`src/rtl/block_owner_map_dup_check_unit_macros.svh`:
```
// Assertion helpers used by the checking code of the block.
`ifndef BLOCK_OWNER_MAP_DUP_CHECK_UNIT_MACROS_SVH
`define BLOCK_OWNER_MAP_DUP_CHECK_UNIT_MACROS_SVH

// The consequent must hold in the same cycle as the antecedent.
`define BOMDC_ASSERT_NOW(lbl, clk, rst_n, ante, cons, msg) \
    lbl: assert property (@(posedge clk) disable iff (!rst_n) (ante) |-> (cons)) \
        else $error(msg);

// The consequent must hold in the cycle after the antecedent.
`define BOMDC_ASSERT_NEXT(lbl, clk, rst_n, ante, cons, msg) \
    lbl: assert property (@(posedge clk) disable iff (!rst_n) (ante) |=> (cons)) \
        else $error(msg);

`endif

```
`src/rtl/bomdc_pkg.sv`:
```
package bomdc_pkg;

    localparam int BLOCK_W  = 14;
    localparam int LEN_W    = 7;
    localparam int OWNER_W  = 32;
    localparam int RUNLEN_W = 15;
    localparam int CFG_W    = 15;

    localparam logic [CFG_W-1:0] MAX_BLOCK_RESET = 15'd16384;

    // Command codes on the input channel.
    localparam logic [1:0] CMD_MARK_FREE = 2'd0;
    localparam logic [1:0] CMD_CLAIM     = 2'd1;
    localparam logic [1:0] CMD_SCAN      = 2'd2;

    // Work codes passed from the front end to the execution unit.
    localparam logic [1:0] OP_MARK   = 2'd0;
    localparam logic [1:0] OP_CLAIM  = 2'd1;
    localparam logic [1:0] OP_SCAN   = 2'd2;
    localparam logic [1:0] OP_REJECT = 2'd3;

    // Report kinds.
    localparam logic [1:0] KIND_FREE_CONFLICT = 2'd0;
    localparam logic [1:0] KIND_DUP_OWNER     = 2'd1;
    localparam logic [1:0] KIND_RANGE         = 2'd2;
    localparam logic [1:0] KIND_ORPHAN        = 2'd3;

    localparam int QUEUE_DEPTH = 4;
    localparam int QPTR_W      = 2;

    typedef struct packed {
        logic [1:0]         op;
        logic [BLOCK_W-1:0] block;
        logic [LEN_W-1:0]   length;
        logic [OWNER_W-1:0] owner;
        logic               group_end;
    } t_op;

    typedef struct packed {
        logic [1:0]          kind;
        logic [BLOCK_W-1:0]  block;
        logic [OWNER_W-1:0]  claimant;
        logic [OWNER_W-1:0]  prev_owner;
        logic [RUNLEN_W-1:0] run_length;
        logic [RUNLEN_W-1:0] free_total;
        logic                last;
    } t_result;

endpackage

```
`src/rtl/bomdc_queue.sv`:
```
module bomdc_queue (
    input  logic           i_clk,
    input  logic           i_rst_n,
    input  logic           i_push,
    input  bomdc_pkg::t_op i_data,
    output logic           o_full,
    input  logic           i_pop,
    output logic           o_empty,
    output bomdc_pkg::t_op o_head
);
    bomdc_pkg::t_op                r_slots [bomdc_pkg::QUEUE_DEPTH];
    logic [bomdc_pkg::QPTR_W-1:0]  r_wr_ptr;
    logic [bomdc_pkg::QPTR_W-1:0]  r_rd_ptr;
    logic [bomdc_pkg::QPTR_W:0]    r_count;

    assign o_full  = (r_count == (bomdc_pkg::QPTR_W + 1)'(bomdc_pkg::QUEUE_DEPTH));
    assign o_empty = (r_count == '0);
    assign o_head  = r_slots[r_rd_ptr];

    always_ff @(posedge i_clk) begin
        if (i_push) begin
            r_slots[r_wr_ptr] <= i_data;
        end
    end

    always_ff @(posedge i_clk) begin
        if (!i_rst_n) begin
            r_wr_ptr <= '0;
            r_rd_ptr <= '0;
            r_count  <= '0;
        end else begin
            if (i_push) begin
                r_wr_ptr <= r_wr_ptr + 1'b1;
            end
            if (i_pop) begin
                r_rd_ptr <= r_rd_ptr + 1'b1;
            end
            if (i_push && !i_pop) begin
                r_count <= r_count + 1'b1;
            end else if (i_pop && !i_push) begin
                r_count <= r_count - 1'b1;
            end
        end
    end
endmodule

```
`config.mk`:
```
export PLATFORM = sky130hd
export DESIGN_NAME = bomdc_queue
export DESIGN_NICKNAME = d
export VERILOG_FILES = /design/src/rtl/block_owner_map_dup_check_unit_macros.svh /design/src/rtl/bomdc_pkg.sv /design/src/rtl/bomdc_queue.sv
export SDC_FILE = /design/constraint.sdc
export NUM_CORES = 1
export LEC_CHECK = 0
export ABC_AREA = 1
export CAP_MARGIN = 20
export CORE_ASPECT_RATIO = 1.1
export CORE_MARGIN = 2
export CORE_UTILIZATION = 50
export DETAILED_ROUTE_END_ITERATION = 6
export DONT_BUFFER_PORTS = 1
export SETUP_SLACK_MARGIN = 0.1
export SYNTH_ARGS = -nofsm -noshare
export SYNTH_HDL_FRONTEND = slang
export SYNTH_SLANG_ARGS = --single-unit
```
`constraint.sdc`:
```
create_clock -name i_clk -period 6.1 [get_ports i_clk]
set_input_delay 0.305 -clock i_clk [delete_from_list [all_inputs] [get_ports i_clk]]
set_output_delay 0.305 -clock i_clk [all_outputs]
set_load 0.05 [all_outputs]
```
# Word-level counts from Yosys, hierarchy flattened
# Memory sizes are Yosys's and may differ from the RTL's. A register that Yosys moved wholly into a read port is not among the register bits.
# Cells that the tools add are included.
[word_totals]
ff_bits = 7
mem_bits_rw = 224
in_bits = 60
output_inout_bits = 58
n_memories = 1
[op_classes]
addsub = 4
n_eq_ne = 1
mux = 6
reduce_logical = 6
[mem_list]
columns = ["name", "words", "word_bits", "read_ports", "rd_clocked_by_memory_dff", "wr", "line_no", "rtl"]
rows = [
  ["r_slots", 4, 56, 1, 1, 1, "bomdc_queue.sv:11", "bomdc_pkg::t_op r_slots [bomdc_pkg::QUEUE_DEPTH];"],
]
[ops]
columns = ["op", "n"]
rows = [
  ["two-way mux 3 bit", 2],
  ["adder 2 x 1 -> 2 bit, second input constant", 2],
  ["two-way mux 2 bit", 2],
  ["adder 3 x 1 -> 3 bit, second input constant", 1],
  ["equality test 3 bit, second input constant", 1],
  ["logical NOT 3 bit", 1],
  ["subtractor 3 x 1 -> 3 bit, second input constant", 1],
  ["logical AND 1 bit", 2],
  ["logical NOT 1 bit", 2],
  ["two-way mux 1 bit", 2],
  ["nonzero test 2 bit", 1],
]

# Depth between registers and ports, before layout
[logic_depth]
ltp_word = 4
mapped_depth = 10
ltp_nobuf = 10

# Least setup slack after synthesis
# No wires, ideal clock.
[synth_path]
path_type = "reg2reg"
from = "register r_wr_ptr[0] (netlist name)"
to = "memory r_slots[2][0] (netlist name), enable pin"
t_arrival_ns = 1.680
t_required_ns = 5.690
path_slack_ns = 4.010
stages_incl_launch_ff = 5
path_buffers = 0
period_less_slack_ns = 2.090
path_cell_list = "dfxtp_1 inv_1 ha_1 nand2_1 inv_1"
[synth_lines]
columns = ["element", "line_no", "rtl"]
rows = [
  ["from (decl)", "bomdc_queue.sv:12", "logic [bomdc_pkg::QPTR_W-1:0] r_wr_ptr;"],
  ["from (signal assigned)", "bomdc_queue.sv:33", "r_wr_ptr <= r_wr_ptr + 1'b1;"],
  ["to (decl)", "bomdc_queue.sv:11", ""],
]
# Straight into the memory's write port.

==> flow_summary.ini <==
[outcome]
status = completed

[sta]
setup_tns_ns = 0
clock_skew_ns = 0.008856
final-setup-viol-count = 0
period_share_pct = 60.41
whs_ns = 0.02467
slew_violations = 0
slew_headroom_pct = 20.69
hold_violations = 0
min_period_ns = 3.685
fmax_ghz = 0.2714
rsz0062_at_grt = false
tightest_slew_ns = 1.207

[route]
drt_wl_total_mm = 18.10
post_drt_wl_per_cell_um = 19.73
drcViolationCount = 0
first_pass_iters = 4
vias = 4976
routed_via_density = 5.426
ant_nets = 0
drtIter0Drc = 298

[cells_and_area]
drive_gt1_share_pct = 16.05
final_util_pct = 59.27
area_delta_synth_final_pct = 15.90
n_antenna_cell = 0
nNetsFinal = 727

[synth]
avgSynthCellArea_um2 = 15.17
ys_types = 25
syn_nets = 666
yosysWarnings = 0
synth_seq_cells = 233
synth_cells = 600
ys_seq_area_share_pct = 75.86
netlist_area_um2 = 9105

[clock_tree]
htreeDepth = 1
clock_path_buffers = 3
numCtsBuffers = 24
cts_resized = 0
hold_buffers = 58
cts-root-buf = clkbuf_16
clock-sinks = 233
clk_latency_ns = 0.50
tritoncts = built
cts_setup_buffers = 0
clk_pin_slew_worst_paths_ns = 0.06

[global_route]
grt_antenna_before_repair = 0
grt_pass1_wl_mm = 28.23
track_usage_pct = 18.63
grt_max_degree = 81
first_global_vias = 5168
grt_overflow = 0

[setup_path]
worstReg2RegStart = r_wr_ptr[0]
worst_ep_arrival_time_ns = 3.38
cpPeakStageDelay_ns = 0.83
critical_path.cell_chain = inv_4 -> buf_4 -> nor2_1 -> o22ai_1
crit_path_max_fanout = 80
slowest_stage = o22ai_1
crit_end = o_head[39]
crit_required_ns = 5.79
r2r_slack_ns = 3.96
critical_path_class = reg -> out
start_kind = flop
cp-end-kind = output port
reg2reg_to = r_slots[2][9]
reg2regPathDepth = 5

[placement]
gp_congestion = 0.7155
dp_hpwl_mm = 9.842
port_buffers = 0

[pwr]
peakVddDrop_mv = 0.2211
p_leak_nw = 3.490
p_per_area_nw_per_um2 = 343.3

[floorplan]
initial_core_util_pct = 51.14
row_count = 51
ios = 118
die_area_um2 = 19310
die_w_um = 132.7
die_h_um = 145.5
core_area_um2 = 17800

[run]
cap_violations = 0

[worst_hold_path]
hp-class = in -> reg
[how the worst min path moves through the flow]
stage	slack (ns)	depth (start not counted)	from	endpoint
6_report	0.02	2	i_pop	r_rd_ptr[0]
5_1_grt	0.05	3	i_pop	flop
4_1_cts	0.02	2	i_pop	r_rd_ptr[0]
3_3_place_gp	0.40	0	i_data[22]	r_slots[0][22]
2_1_floorplan	0.40	0	i_data[0]	r_slots[0][0]
3_5_place_dp	0.40	0	i_data[29]	r_slots[2][29]
[worst max-delay path: cells and delay by family (launching register included)]
kind / cells / cell delay (ns)
flip-flops: 1 / 0.49
AND/OR/NAND/NOR: 1 / 0.09
AO/OA/AOI/OAI: 1 / 0.83
buffers and inverters: 2 / 1.42
[metrics by stage]
step | worst slack, ns | instances | instance area [µm²] | total power [W]
final | 2.415 | 917 | 10550 | 0.003623
after global routing | 2.206 | 917 | 10550 | 0.003759
after CTS | 2.359 | 915 | 10530 | 0.003656
after detailed placement | 2.894 | 813 | 9239 | 0.002320
after global placement | 2.956 | 812 | 9231 | 0.002307
after floorplan | 4.010 | 600 | 9105 | 0.002257
[synthesized netlist by cell type]
cell | n | area [µm²]
edfxtp_1 | 224 | 6726
nor2_1 | 91 | 341.6
o21ai_0 | 88 | 440.4
o22ai_1 | 30 | 187.7
o21ai_1 | 26 | 130.1
o22ai_2 | 26 | 325.3
nor2_4 | 20 | 225.2
clkbuf_1 | 16 | 60.06
inv_1 | 15 | 56.30
buf_2 | 9 | 45.04
dfxtp_1 | 9 | 180.2
nand2_1 | 9 | 33.78
buf_6 | 7 | 78.83
nor2_2 | 6 | 37.54
ha_1 | 5 | 62.56
a21oi_1 | 4 | 20.02
o21ai_2 | 4 | 35.03
buf_12 | 3 | 60.06
nor3_1 | 2 | 10.01
buf_4 | 1 | 7.510
fa_1 | 1 | 20.02
inv_2 | 1 | 3.750
inv_4 | 1 | 6.260
nand3_1 | 1 | 5.000
nand4_1 | 1 | 6.260
[cell families after synthesis]
group / count (synthesis) / synth area share (%)
DFF: 233 / 75.86
AOI/OAI and AO/OA: 178 / 12.51
and+or+nand+nor: 130 / 7.242
adders and majority gates: 6 / 0.9070
buffers and inverters: 53 / 3.491
[routing by layer]
metal  vias up  global-route usage (%)  part of all wire (%)
li1       2375                       -                     -
met1      2468                   23.74                    43
met2       109                   32.36                    50
met3        24                   4.458                   6.1
met4         0                   4.516                   1.6
met5         -                       0                     0
[registers in the layout (all words and copies together) (netlist names), named ones only]
name	count
r_rd_ptr	2
r_wr_ptr	2
r_slots	224
r_count	3
[final cells by class]
cell class,count,area [µm²]
Clock buffer,30,644.4
Clock inverter,14,61.31
Fill cell,1372,7251
Inverter,17,66.31
Multi-Input combinational cell,314,1881
Sequential cell,233,6912
Tap cell,238,297.8
Timing Repair Buffer,71,690.7
[where the power goes]
group	internal (W)	switching (W)	total, W
sequential	0.00183	0.0000247	0.00185
combinational	0.0000987	0.000375	0.000474
clock	0.000744	0.000552	0.00130
total	0.00267	0.000952	0.00362
[layout by cell type (no fill, tap or decap), types with 5 or more instances in the layout]
| master | count |
|---|---|
| o22ai_1 | 30 |
| buf_4 | 12 |
| nor2_4 | 20 |
| nand2_1 | 9 |
| o21ai_0 | 88 |
| edfxtp_1 | 224 |
| nor2_1 | 91 |
| dfxtp_1 | 7 |
| inv_2 | 5 |
| inv_1 | 11 |
| nor2_2 | 6 |
| clkinv_2 | 7 |
| ha_1 | 5 |
| o22ai_2 | 26 |
| dlygate4sd3_1 | 58 |
| clkbuf_1 | 5 |
| clkinv_1 | 7 |
| clkbuf_16 | 25 |
| o21ai_1 | 26 |
No activity file was read; power rests on OpenSTA's default activity.
