**src/rtl/block_owner_map_dup_check_unit_macros.svh**
```systemverilog
// Assertion helpers used by the checking code of the block.
`ifndef BLOCK_OWNER_MAP_DUP_CHECK_UNIT_MACROS_SVH
`define BLOCK_OWNER_MAP_DUP_CHECK_UNIT_MACROS_SVH

// The consequent must hold in the same cycle as the antecedent.
`define BOMDC_ASSERT_NOW(lbl, clk, rst_n, ante, cons, msg) \
    lbl: assert property (@(posedge clk) disable iff (!rst_n) (ante) |-> (cons)) \
        else $error(msg);

// The consequent must hold in the cycle after the antecedent.
`define BOMDC_ASSERT_NEXT(lbl, clk, rst_n, ante, cons, msg) \
    lbl: assert property (@(posedge clk) disable iff (!rst_n) (ante) |=> (cons)) \
        else $error(msg);

`endif

```
**src/rtl/bomdc_pkg.sv**
```systemverilog
package bomdc_pkg;

    localparam int BLOCK_W  = 14;
    localparam int LEN_W    = 7;
    localparam int OWNER_W  = 32;
    localparam int RUNLEN_W = 15;
    localparam int CFG_W    = 15;

    localparam logic [CFG_W-1:0] MAX_BLOCK_RESET = 15'd16384;

    // Command codes on the input channel.
    localparam logic [1:0] CMD_MARK_FREE = 2'd0;
    localparam logic [1:0] CMD_CLAIM     = 2'd1;
    localparam logic [1:0] CMD_SCAN      = 2'd2;

    // Work codes passed from the front end to the execution unit.
    localparam logic [1:0] OP_MARK   = 2'd0;
    localparam logic [1:0] OP_CLAIM  = 2'd1;
    localparam logic [1:0] OP_SCAN   = 2'd2;
    localparam logic [1:0] OP_REJECT = 2'd3;

    // Report kinds.
    localparam logic [1:0] KIND_FREE_CONFLICT = 2'd0;
    localparam logic [1:0] KIND_DUP_OWNER     = 2'd1;
    localparam logic [1:0] KIND_RANGE         = 2'd2;
    localparam logic [1:0] KIND_ORPHAN        = 2'd3;

    localparam int QUEUE_DEPTH = 4;
    localparam int QPTR_W      = 2;

    typedef struct packed {
        logic [1:0]         op;
        logic [BLOCK_W-1:0] block;
        logic [LEN_W-1:0]   length;
        logic [OWNER_W-1:0] owner;
        logic               group_end;
    } t_op;

    typedef struct packed {
        logic [1:0]          kind;
        logic [BLOCK_W-1:0]  block;
        logic [OWNER_W-1:0]  claimant;
        logic [OWNER_W-1:0]  prev_owner;
        logic [RUNLEN_W-1:0] run_length;
        logic [RUNLEN_W-1:0] free_total;
        logic                last;
    } t_result;

endpackage

```
**src/rtl/bomdc_intf.sv**
```systemverilog
interface bomdc_item_if;
    logic        valid;
    logic        ready;
    logic [1:0]  command;
    logic [13:0] block_number;
    logic        is_free;
    logic [6:0]  extent_length;
    logic [31:0] owner_id;
    logic        list_start;
    logic        group_end;

    modport source (
        output valid, command, block_number, is_free, extent_length, owner_id,
               list_start, group_end,
        input  ready
    );
    modport sink (
        input  valid, command, block_number, is_free, extent_length, owner_id,
               list_start, group_end,
        output ready
    );
endinterface


```
**src/rtl/bomdc_front.sv**
```systemverilog
module bomdc_front #(
    parameter int BLOCK_COUNT    = 16384,
    parameter int OWNER_BITS     = 32,
    parameter int MAX_EXTENT_LEN = 64
) (
    input  logic                         i_clk,
    input  logic                         i_rst_n,
    input  logic                         i_cfg_wr_en,
    input  logic [bomdc_pkg::CFG_W-1:0]  i_cfg_wr_data,
    bomdc_item_if.sink                   i_item,
    input  logic                         i_clearing,
    input  logic                         i_q_full,
    output logic                         o_push,
    output bomdc_pkg::t_op               o_op
);
    localparam int ADDR_W = $clog2(BLOCK_COUNT);
    localparam int POS_W  = (ADDR_W + 1 > 15) ? ADDR_W + 1 : 15;

    logic [bomdc_pkg::CFG_W-1:0] r_max_block;
    logic                        r_skip;
    logic                        n_skip;
    logic                        w_accept;
    logic                        w_skip_eff;
    logic [POS_W-1:0]            w_end;
    logic [POS_W-1:0]            w_limit;
    logic                        w_bad_range;
    logic                        w_in_table;

    assign i_item.ready = !i_clearing && !i_q_full;
    assign w_accept     = i_item.valid && i_item.ready;

    assign w_skip_eff = i_item.list_start ? 1'b0 : r_skip;
    assign w_end      = POS_W'(i_item.block_number) + POS_W'(i_item.extent_length);
    assign w_limit    = (POS_W'(r_max_block) < POS_W'(BLOCK_COUNT)) ?
                        POS_W'(r_max_block) : POS_W'(BLOCK_COUNT);
    assign w_bad_range = (w_end > w_limit) ||
                         (i_item.extent_length > bomdc_pkg::LEN_W'(MAX_EXTENT_LEN));
    assign w_in_table  = POS_W'(i_item.block_number) < POS_W'(BLOCK_COUNT);

    always_comb begin
        o_op.block     = i_item.block_number;
        o_op.length    = i_item.extent_length;
        o_op.owner     = bomdc_pkg::OWNER_W'(i_item.owner_id[OWNER_BITS-1:0]);
        o_op.group_end = i_item.group_end;
        o_op.op        = bomdc_pkg::OP_SCAN;
        o_push         = 1'b0;
        n_skip         = r_skip;
        if (w_accept) begin
            unique case (i_item.command)
                bomdc_pkg::CMD_MARK_FREE: begin
                    o_op.op = bomdc_pkg::OP_MARK;
                    o_push  = i_item.is_free && w_in_table;
                end
                bomdc_pkg::CMD_CLAIM: begin
                    n_skip = w_skip_eff;
                    if (!w_skip_eff) begin
                        if (w_bad_range) begin
                            o_op.op = bomdc_pkg::OP_REJECT;
                            o_push  = 1'b1;
                            n_skip  = 1'b1;
                        end else begin
                            o_op.op = bomdc_pkg::OP_CLAIM;
                            o_push  = (i_item.extent_length != '0);
                        end
                    end
                end
                bomdc_pkg::CMD_SCAN: begin
                    o_op.op = bomdc_pkg::OP_SCAN;
                    o_push  = 1'b1;
                end
                default: begin
                    o_push = 1'b0;
                end
            endcase
        end
    end

    always_ff @(posedge i_clk) begin
        if (!i_rst_n) begin
            r_max_block <= bomdc_pkg::MAX_BLOCK_RESET;
            r_skip      <= 1'b0;
        end else begin
            if (i_cfg_wr_en) begin
                r_max_block <= i_cfg_wr_data;
            end
            r_skip <= n_skip;
        end
    end
endmodule

```
**src/flat_wrapper.sv**
```systemverilog
// flat-port wrapper written by rule: the top's interface ports become plain ports
module bomdc_front_flat 
#(
    parameter int BLOCK_COUNT    = 16384,
    parameter int OWNER_BITS     = 32,
    parameter int MAX_EXTENT_LEN = 64
)
  (i_clk, i_rst_n, i_cfg_wr_en, i_cfg_wr_data, i_clearing, i_q_full, o_push, o_op, i_item_valid, i_item_command, i_item_block_number, i_item_is_free, i_item_extent_length, i_item_owner_id, i_item_list_start, i_item_group_end, i_item_ready);
  bomdc_item_if i_item_i ();
  input  logic i_clk;
  input  logic i_rst_n;
  input  logic i_cfg_wr_en;
  input  logic [bomdc_pkg::CFG_W-1:0] i_cfg_wr_data;
  input  logic i_clearing;
  input  logic i_q_full;
  output logic o_push;
  output bomdc_pkg::t_op o_op;
  input wire logic [$bits(i_item_i.valid)-1:0] i_item_valid;
  input wire logic [$bits(i_item_i.command)-1:0] i_item_command;
  input wire logic [$bits(i_item_i.block_number)-1:0] i_item_block_number;
  input wire logic [$bits(i_item_i.is_free)-1:0] i_item_is_free;
  input wire logic [$bits(i_item_i.extent_length)-1:0] i_item_extent_length;
  input wire logic [$bits(i_item_i.owner_id)-1:0] i_item_owner_id;
  input wire logic [$bits(i_item_i.list_start)-1:0] i_item_list_start;
  input wire logic [$bits(i_item_i.group_end)-1:0] i_item_group_end;
  output wire logic [$bits(i_item_i.ready)-1:0] i_item_ready;
  assign i_item_i.valid = i_item_valid;
  assign i_item_i.command = i_item_command;
  assign i_item_i.block_number = i_item_block_number;
  assign i_item_i.is_free = i_item_is_free;
  assign i_item_i.extent_length = i_item_extent_length;
  assign i_item_i.owner_id = i_item_owner_id;
  assign i_item_i.list_start = i_item_list_start;
  assign i_item_i.group_end = i_item_group_end;
  assign i_item_ready = i_item_i.ready;
  bomdc_front #(.BLOCK_COUNT(BLOCK_COUNT), .OWNER_BITS(OWNER_BITS), .MAX_EXTENT_LEN(MAX_EXTENT_LEN)) u_core (.i_clk(i_clk), .i_rst_n(i_rst_n), .i_cfg_wr_en(i_cfg_wr_en), .i_cfg_wr_data(i_cfg_wr_data), .i_item(i_item_i), .i_clearing(i_clearing), .i_q_full(i_q_full), .o_push(o_push), .o_op(o_op));
endmodule
```
**config.mk**
```make
export PLATFORM = sky130hd
export DESIGN_NAME = bomdc_front_flat
export DESIGN_NICKNAME = d
export VERILOG_FILES = /design/src/rtl/block_owner_map_dup_check_unit_macros.svh /design/src/rtl/bomdc_pkg.sv /design/src/rtl/bomdc_intf.sv /design/src/rtl/bomdc_front.sv /design/src/flat_wrapper.sv
export SDC_FILE = /design/constraint.sdc
export NUM_CORES = 1
export LEC_CHECK = 0
export ABC_AREA = 1
export BUFFER_PORTS_ARGS = -buffer_cell sky130_fd_sc_hd__buf_2
export CORE_AREA = 2 2 69 71
export CTS_CLUSTER_DIAMETER = 30
export DETAILED_ROUTE_END_ITERATION = 10
export DIE_AREA = 0 0 71 73
export PLACE_DENSITY = 0.94
export SLEW_MARGIN = 10
export SYNTH_ARGS = -nofsm -noshare
export SYNTH_HDL_FRONTEND = slang
export SYNTH_SLANG_ARGS = --single-unit
```
**constraint.sdc**
```tcl
create_clock -name i_clk -period 8.7 [get_ports i_clk]
set_clock_uncertainty 0.1 [all_clocks]
set_input_delay 1.74 -clock i_clk [delete_from_list [all_inputs] [get_ports i_clk]]
set_output_delay 1.74 -clock i_clk [all_outputs]
set_load 0.02 [all_outputs]
```
# == After elaboration in Yosys (flattened, before gate mapping) ==
# Index checks and enable logic that the tools add are counted.
# totals
regBits,16
input_bits,79
output_inout_bits,58
# op_classes
add_sub_neg,1
n_lt_le_gt_ge,3
eq_ne,2
muxes,12
reduce_logical,8
# op_table
cell,n
adder 14 x 7 -> 15 bit,1
> comparator 15 bit,1
"less-than comparator 15 bit, second input constant",1
two-way mux 15 bit,1
"> comparator 7 bit, second input constant",1
nonzero test 7 bit,1
two-way mux 1 bit,6
two-way mux 2 bit,3
one-hot mux 2 bit (2 select lines),1
one-hot mux 1 bit (3 select lines),1
"equality test 2 x 1 -> 1 bit, second input constant",1
"equality test 2 bit, second input constant",1
logical AND 1 bit,2
zero test 1 bit,2
zero test 2 bit,1
AND reduction 2 bit,1
logical OR 1 bit,1

# == Logic depth before layout (Yosys ltp) ==
# Gate-level depths: netlist (run 1).
# depth
depth_word,8
mapped_depth,21
depth_no_buf,21

# == Least setup slack after synthesis (run 1) ==
# No wires, ideal clock.
# synth_timing
path_kind,input -> output
startpoint,input i_item_extent_length[0]
endpoint,output o_push
arrival_time_ps,3842
path_slack_ps,3018
stages,19
n_path_buf,0
path_cell_list,ha_1 -> fa_1 -> nand3_1 -> nand2_1 -> nand2_1 -> nand2_2 -> nand3_1 -> xnor2_1 -> ha_1 -> nand2_1 -> nor2_1 -> inv_1 -> nor2_1 -> nand2_1 -> nand2_1 -> nand2_1 -> nand2_1 -> nand2_1 -> nand2_1
# synth_between
elab_chain_cells,7
word_cells_on_any_way,9
cone_classes,add/sub: 1; order compare: 2; mux: 4; reduce/logical: 2
# synth_lines
element,line,rtl
from (decl),flat_wrapper.sv:22,input wire logic [$bits(i_item_i.extent_length)-1:0] i_item_extent_length;
adder 14 x 7 -> 15 bit,bomdc_front.sv:33,assign w_end = POS_W'(i_item.block_number) + POS_W'(i_item.extent_length);
> comparator 15 bit,bomdc_front.sv:36,assign w_bad_range = (w_end > w_limit) ||
logical OR 1 bit,bomdc_front.sv:36,
two-way mux 1 bit (*),bomdc_front.sv:57,if (w_bad_range) begin
two-way mux 1 bit (*),bomdc_front.sv:56,if (!w_skip_eff) begin
one-hot mux 1 bit (3 select lines) (*),bomdc_front.sv:49,unique case (i_item.command)
two-way mux 1 bit (*),bomdc_front.sv:48,if (w_accept) begin
to (decl),flat_wrapper.sv:16,output logic o_push;
# Every way passes the cells marked *; elsewhere a longest branch is shown, timed or not.

# == Worst setup path after layout (run 1) ==
# Ends and elaborated chain as after synthesis.

==> results of run 1 <==
-- worst paths after layout --
kind | to | cells past startpoint
worst max-delay path | o_push | 21
worst max register to register | u_core.r_skip$_SDFFE_PN0P_ | 13
worst min register to register | u_core.r_max_block[0]$_SDFFE_PN0P_ | 2
worst min-delay path | u_core.r_max_block[0]$_SDFFE_PN0P_ | 2
-- synth_stat cells, drive strengths merged --
cell,count,area [sq um]
nor3,2,10.0
nand4,1,6.26
nand3,11,60.1
o211ai,1,7.51
nand2,63,244
ha,22,275
o21ai,15,75.1
buf,56,414
inv,30,113
dfxtp,16,320
nor2,44,173
xnor2,3,26.3
a21o,2,17.5
clkbuf,2,7.51
xor2,7,61.3
fa,1,20.0
a21oi,16,80.1
-- metrics by stage --
stage,util,power [uW]
after floorplan,-,174
after global placement,0.420,173
after detailed placement,0.420,177
after CTS,0.433,245
after global routing,0.433,262
final,0.433,244
-- logic make-up (layout without fill, tap and decap cells) --
group	Yosys count	after routing	share of synthesized area
buffers and inverters	88	104	0.280
xor gates and xnor gates	10	10	0.0458
DFF	16	16	0.168
AOI/OAI and AO/OA	34	34	0.0943
and+or+nand+nor	121	121	0.258
adders and majority gates	23	23	0.155
-- registers in the layout, summed over array words and instances (netlist names) --
name,cells
u_core.r_max_block,15
u_core.r_skip,1
-- metal layers --
metal  vias to the layer above  wire (um)
li1                        898          -
met4                         0         93
met3                        13        277
met1                       742       1780
met2                        55       2010
met5                         -          0
-- cell type report --
cell class | count | area (sq um)
fillers | 501 | 2570
multi-input cells | 188 | 1060
repair buffers | 70 | 350
flip-flops and latches | 16 | 320
inverters | 30 | 113
well taps | 54 | 67.6
clock buffers | 4 | 55.1
-- critical path, cell delays in order --
cell     delay (ns)
buf_2          0.11
ha_1           0.22
fa_1           0.40
nand3_1        0.11
nand2_1        0.11
a21oi_1        0.15
nor2_1         0.05
nor2_1         0.12
xnor2_1        0.16
ha_1           0.27
nand2_1        0.10
inv_1          0.05
a21oi_1        0.14
nand2_1        0.08
nand2_1        0.07
nand2_1        0.05
nand2_1        0.10
nand2_1        0.06
nand2_1        0.05
nand2_1        0.04
buf_2          0.15
-- report_power, final --
group          internal, uW  switching, uW  leakage (uW)
Combinational          38.6           57.2      0.000944
Sequential             78.2           2.43      0.000133
Clock                  40.2           27.1     0.0000288
==> qor.yml, run 1 <==
final_layout:
  drive_gt1_frac: 0.266
  layout_commonest_cell: "buf_2"
  insertedDiodeCount: 0
  instances_no_fill: 362
  fin_area_sq_um: 1960
  final_nets: 411
  area_delta_synth_final_pct: 2.68
  final_cell_mix: "70 x buf_2, 60 x nand2_1, 43 x nor2_1"
clocking:
  numCtsBuffers: 3
  clkSlewWorstSetupHoldPaths_ns: 0.07
  cts_tree: "yes"
  cts.sinks: 16
  ctsHoldBuffers: 0
  clockBufferDepth: 2
  htreeDepth: 1
  postCtsResizedCells: 0
  cts-root-buf: "clkbuf_8"
  cts_setup_buffers: 0
  worstSkewPairLatency_ns: 0.26
critical_path:
  r2r_start: "u_core.r_max_block[14]$_SDFFE_PN1P_"
  worstPathRequired_ns: 6.86
  endpoint_kind: "output port"
  critPathKind: "input port to output port"
  startpoint: "i_item_extent_length[0]"
  startpoint_type: "input port"
  r2r_slack_ns: 6.70
  cp_max_fo: 3
  worstPathArrival_ns: 4.33
place:
  io_buffers: 70
  place_ws_ns: 2.55
  hpwl_um: 3440
  place.gp.congestion: 0.967
  place_inst: 358
  dpl_cell_area_sq_um: 1910
sta:
  fin_crit_sh: 0.709
  drv_slew: 0
  final.setup.worst_slack_ns: 2.53
  fmax_ghz: 0.162
  slew_headroom: 0.717
  hold_viol: 0
  fin_crit_ns: 6.17
  setup_viol_count_final: 0
  holdWs_ns: 0.365
  tightest_slew_ns: 0.423
  tns_ns: 0
  rsz0062_at_grt: "no"
global_route:
  grt_pass1_wl_um: 6850
  met2_usage: 0.297
  grtUsageMet3: 0.0318
  grt_antenna_before_repair: 0
  grt_max_degree: 17
  grt-ovfl-total: 0
  globalRouteMet1Util: 0.191
  first_global_vias: 1653
  busiest_layer: "met2"
  grt_use_total: 0.163
synth:
  ys_ff_latch: 16
  synth_area_sq_um: 1910
  syn_area_per_cell_sq_um: 6.54
  yosysUniqueCellTypes: 23
  ys_warn_count: 0
  ys_seq_area_frac: 0.168
  synthCells: 292
  syn_nets: 394
min_path:
  worstHoldStart: "u_core.r_max_block[0]$_SDFFE_PN0P_"
  hp-class: "flip-flop to flip-flop"
die:
  initial_core_util: 0.421
  die_w_um: 71
  die_area_sq_um: 5180
  io_pins: 137
  core_sq_um: 4540
  die_y_um: 73
  rows: 25
detailed_routing:
  ant_nets: 0
  drc: 0
  num_vias: 1708
  drt-pass1-iter-count: 4
  first_iter_violations: 54
  routedWlPerCell_um: 11.5
  wl_um: 4160
  routed_via_density: 4.72
job:
  max_cap_viol_count: 0
power_and_ir_drop:
  max-vdd-ir-drop_mv: 0.0678
  power_density_nw_per_um2: 124
  p_leak_uw: 0.00111
outcome:
  status: "finished, final reports clean"
(Power assumes the default switching activity.)
==> run 2, diff against run 1 <==
--- a/config.mk
+++ b/config.mk
@@ -7,11 +7,11 @@
 export LEC_CHECK = 0
 export ABC_AREA = 1
 export BUFFER_PORTS_ARGS = -buffer_cell sky130_fd_sc_hd__buf_2
-export CORE_AREA = 2 2 69 71
+export CORE_AREA = 2 2 74 76
 export CTS_CLUSTER_DIAMETER = 30
 export DETAILED_ROUTE_END_ITERATION = 10
-export DIE_AREA = 0 0 71 73
-export PLACE_DENSITY = 0.94
+export DIE_AREA = 0 0 76 78
+export PLACE_DENSITY = 0.87
 export SLEW_MARGIN = 10
 export SYNTH_ARGS = -nofsm -noshare
 export SYNTH_HDL_FRONTEND = slang
==> constraint.sdc (replaced) <==
create_clock -name i_clk -period 5.5 [get_ports i_clk]
set_clock_uncertainty 0.1 [all_clocks]
set_input_delay 1.1 -clock i_clk [delete_from_list [all_inputs] [get_ports i_clk]]
set_output_delay 1.1 -clock i_clk [all_outputs]
set_load 0.02 [all_outputs]
==> run 2 against run 1 <==
  * Non-clock buffer count did not move
  * Power increased by 56%
  * Worst hold slack better by 0.010 ns
  * Critical endpoint unchanged
  * Largest power group unchanged
==> qor.yml, run 2 (synthesized netlist as in run 1, its figures left out) <==
outcome:
  status: "finished, final reports clean"
critical_path:
  endpoint_kind: "output port"
  worstPathArrival_ns: 3.65  # -0.68 ns
  worstPathRequired_ns: 4.30  # -2.56 ns
  startpoint: "i_item_extent_length[0]"
  cp_max_fo: 3  # unchanged
  r2r_start: "u_core.r_max_block[14]$_SDFFE_PN1P_"
  critPathKind: "input port to output port"
  startpoint_type: "input port"
clocking:
  cts-root-buf: "clkbuf_8"
  cts.sinks: 16  # unchanged
  cts_tree: "yes"
  postCtsResizedCells: 0  # unchanged
  cts_setup_buffers: 0  # unchanged
  numCtsBuffers: 3  # unchanged
  worstSkewPairLatency_ns: 0.25  # about the same
  clkSlewWorstSetupHoldPaths_ns: 0.06  # about the same
  htreeDepth: 1  # unchanged
  clockBufferDepth: 2  # unchanged
  ctsHoldBuffers: 0  # unchanged
power_and_ir_drop:
  power_density_nw_per_um2: 192  # +55%
  max-vdd-ir-drop_mv: 0.155  # +130%
  p_leak_uw: 0.00111  # unchanged
  power_uw: 381  # +56%
final_layout:
  drive_gt1_frac: 0.266  # unchanged
  layout_commonest_cell: "buf_2"
  reg.largest.list: "u_core.r_max_block: 15 flops, u_core.r_skip: 1 flops"
  multi_input_area_sq_um: 1060  # unchanged
  area_delta_synth_final_pct: 3.73
  largest_register_ffs: 15  # unchanged
  finalCoreUtilization: 0.393  # -0.0395
  fillerInstances: 537  # +7.2%
  seq_area_sq_um: 320  # unchanged
  instances_no_fill: 378  # +4.4%
  final_nets: 411  # unchanged
  top_register: "u_core.r_max_block"
  final_cell_mix: "70 x buf_2, 60 x nand2_1, 43 x nor2_1"
  insertedDiodeCount: 0  # unchanged
min_path:
  hp-class: "flip-flop to flip-flop"
  worstHoldStart: "u_core.r_max_block[0]$_SDFFE_PN0P_"
global_route:
  grt_antenna_before_repair: 0  # unchanged
  grt_pass1_wl_um: 6670  # -2.6%
  grt_max_degree: 17  # unchanged
  grt_use_total: 0.133  # -0.0302
  first_global_vias: 1641  # -0.73%
  grt-ovfl-total: 0  # unchanged
detailed_routing:
  routedWlPerCell_um: 10.9  # -5.5%
  wl_um: 4100  # -1.4%
  drt-pass1-iter-count: 4  # unchanged
  routed_via_density: 4.57  # -3.2%
  first_iter_violations: 54  # unchanged
  num_vias: 1726  # +1.1%
  ant_nets: 0  # unchanged
  drc: 0  # unchanged
die:
  initial_core_util: 0.379  # -0.0423
  core_sq_um: 5040  # +11%
  io_pins: 137  # unchanged
  die_y_um: 78  # +6.8%
  rows: 26  # +4.0%
  die_w_um: 76  # +7.0%
  die_area_sq_um: 5930  # +14%
sta:
  fin_crit_sh: 0.882
  tns_ns: 0  # unchanged
  fin_crit_ns: 4.85
  tightest_slew_ns: 0.422  # -0.00117 ns
  hold_viol: 0  # unchanged
  setup_viol_count_final: 0  # unchanged
  rsz0062_at_grt: "no"
  fmax_ghz: 0.206
  slew_headroom: 0.718  # +0.000782
  drv_slew: 0  # unchanged
place:
  io_buffers: 70  # unchanged
  place_inst: 374  # +4.5%
  hpwl_um: 3490  # +1.3%
  place.gp.congestion: 0.821  # -15%
job:
  max_cap_viol_count: 0  # unchanged
-- run 2: cell counts in the layout (fill, tap and decap cells not counted) --
No cell type changed its count.
-- run 2: final timing paths --
path / cells after the start / to / slack (ns)
setup / recovery: 21 / o_push / 0.65
hold / removal: 2 / u_core.r_max_block[0]$_SDFFE_PN0P_ / 0.37
setup reg to reg: 12 / u_core.r_skip$_SDFFE_PN0P_ / 3.53
hold reg to reg: 2 / u_core.r_max_block[0]$_SDFFE_PN0P_ / 0.37
-- run 2: routing by layer --
metal | GRT usage | wire length [um] | up-vias
li1 | - | - | 897
met1 | 0.158 | 1820 | 755
met2 | 0.246 | 1940 | 64
met3 | 0.0279 | 294 | 10
met4 | 0.0291 | 48 | 0
met5 | 0 | 0 | -
-- run 2: report_power, final --
group          switching [uW]  internal [uW]
combinational            88.5           60.4
clock                    40.6           63.4
sequential               4.10            124
-- run 2: layout make-up --
type	instances	share of cell area
clock buffers	4	0.0278
repair buffers	70	0.177
flip-flops and latches	16	0.162
inverters	30	0.0568
multi-input cells	188	0.533
well taps	70	0.0442
-- run 2: metrics by stage --
step | area, sq um | hold slack [ns] | setup slack, ns
after floorplan | 1910 | 0.334 | 1.10
after detailed placement | 1930 | 0.365 | 0.651
after global placement | 1930 | 0.349 | 0.734
after CTS | 1980 | 0.373 | 0.653
final | 1980 | 0.375 | 0.649
after global routing | 1980 | 0.398 | 0.339
-- run 2: worst max-delay path: stages --
cell and delay, ns:
buf_2 0.11, ha_1 0.22, fa_1 0.40, nand3_1 0.10
nand2_1 0.09, a21oi_1 0.15, nor2_1 0.05, nor2_1 0.12
xnor2_1 0.15, ha_1 0.27, nand2_1 0.10, inv_1 0.05
a21oi_1 0.15, nand2_1 0.07, nand2_1 0.06, nand2_1 0.05
nand2_1 0.10, nand2_1 0.06, nand2_1 0.06, nand2_1 0.04
buf_2 0.15
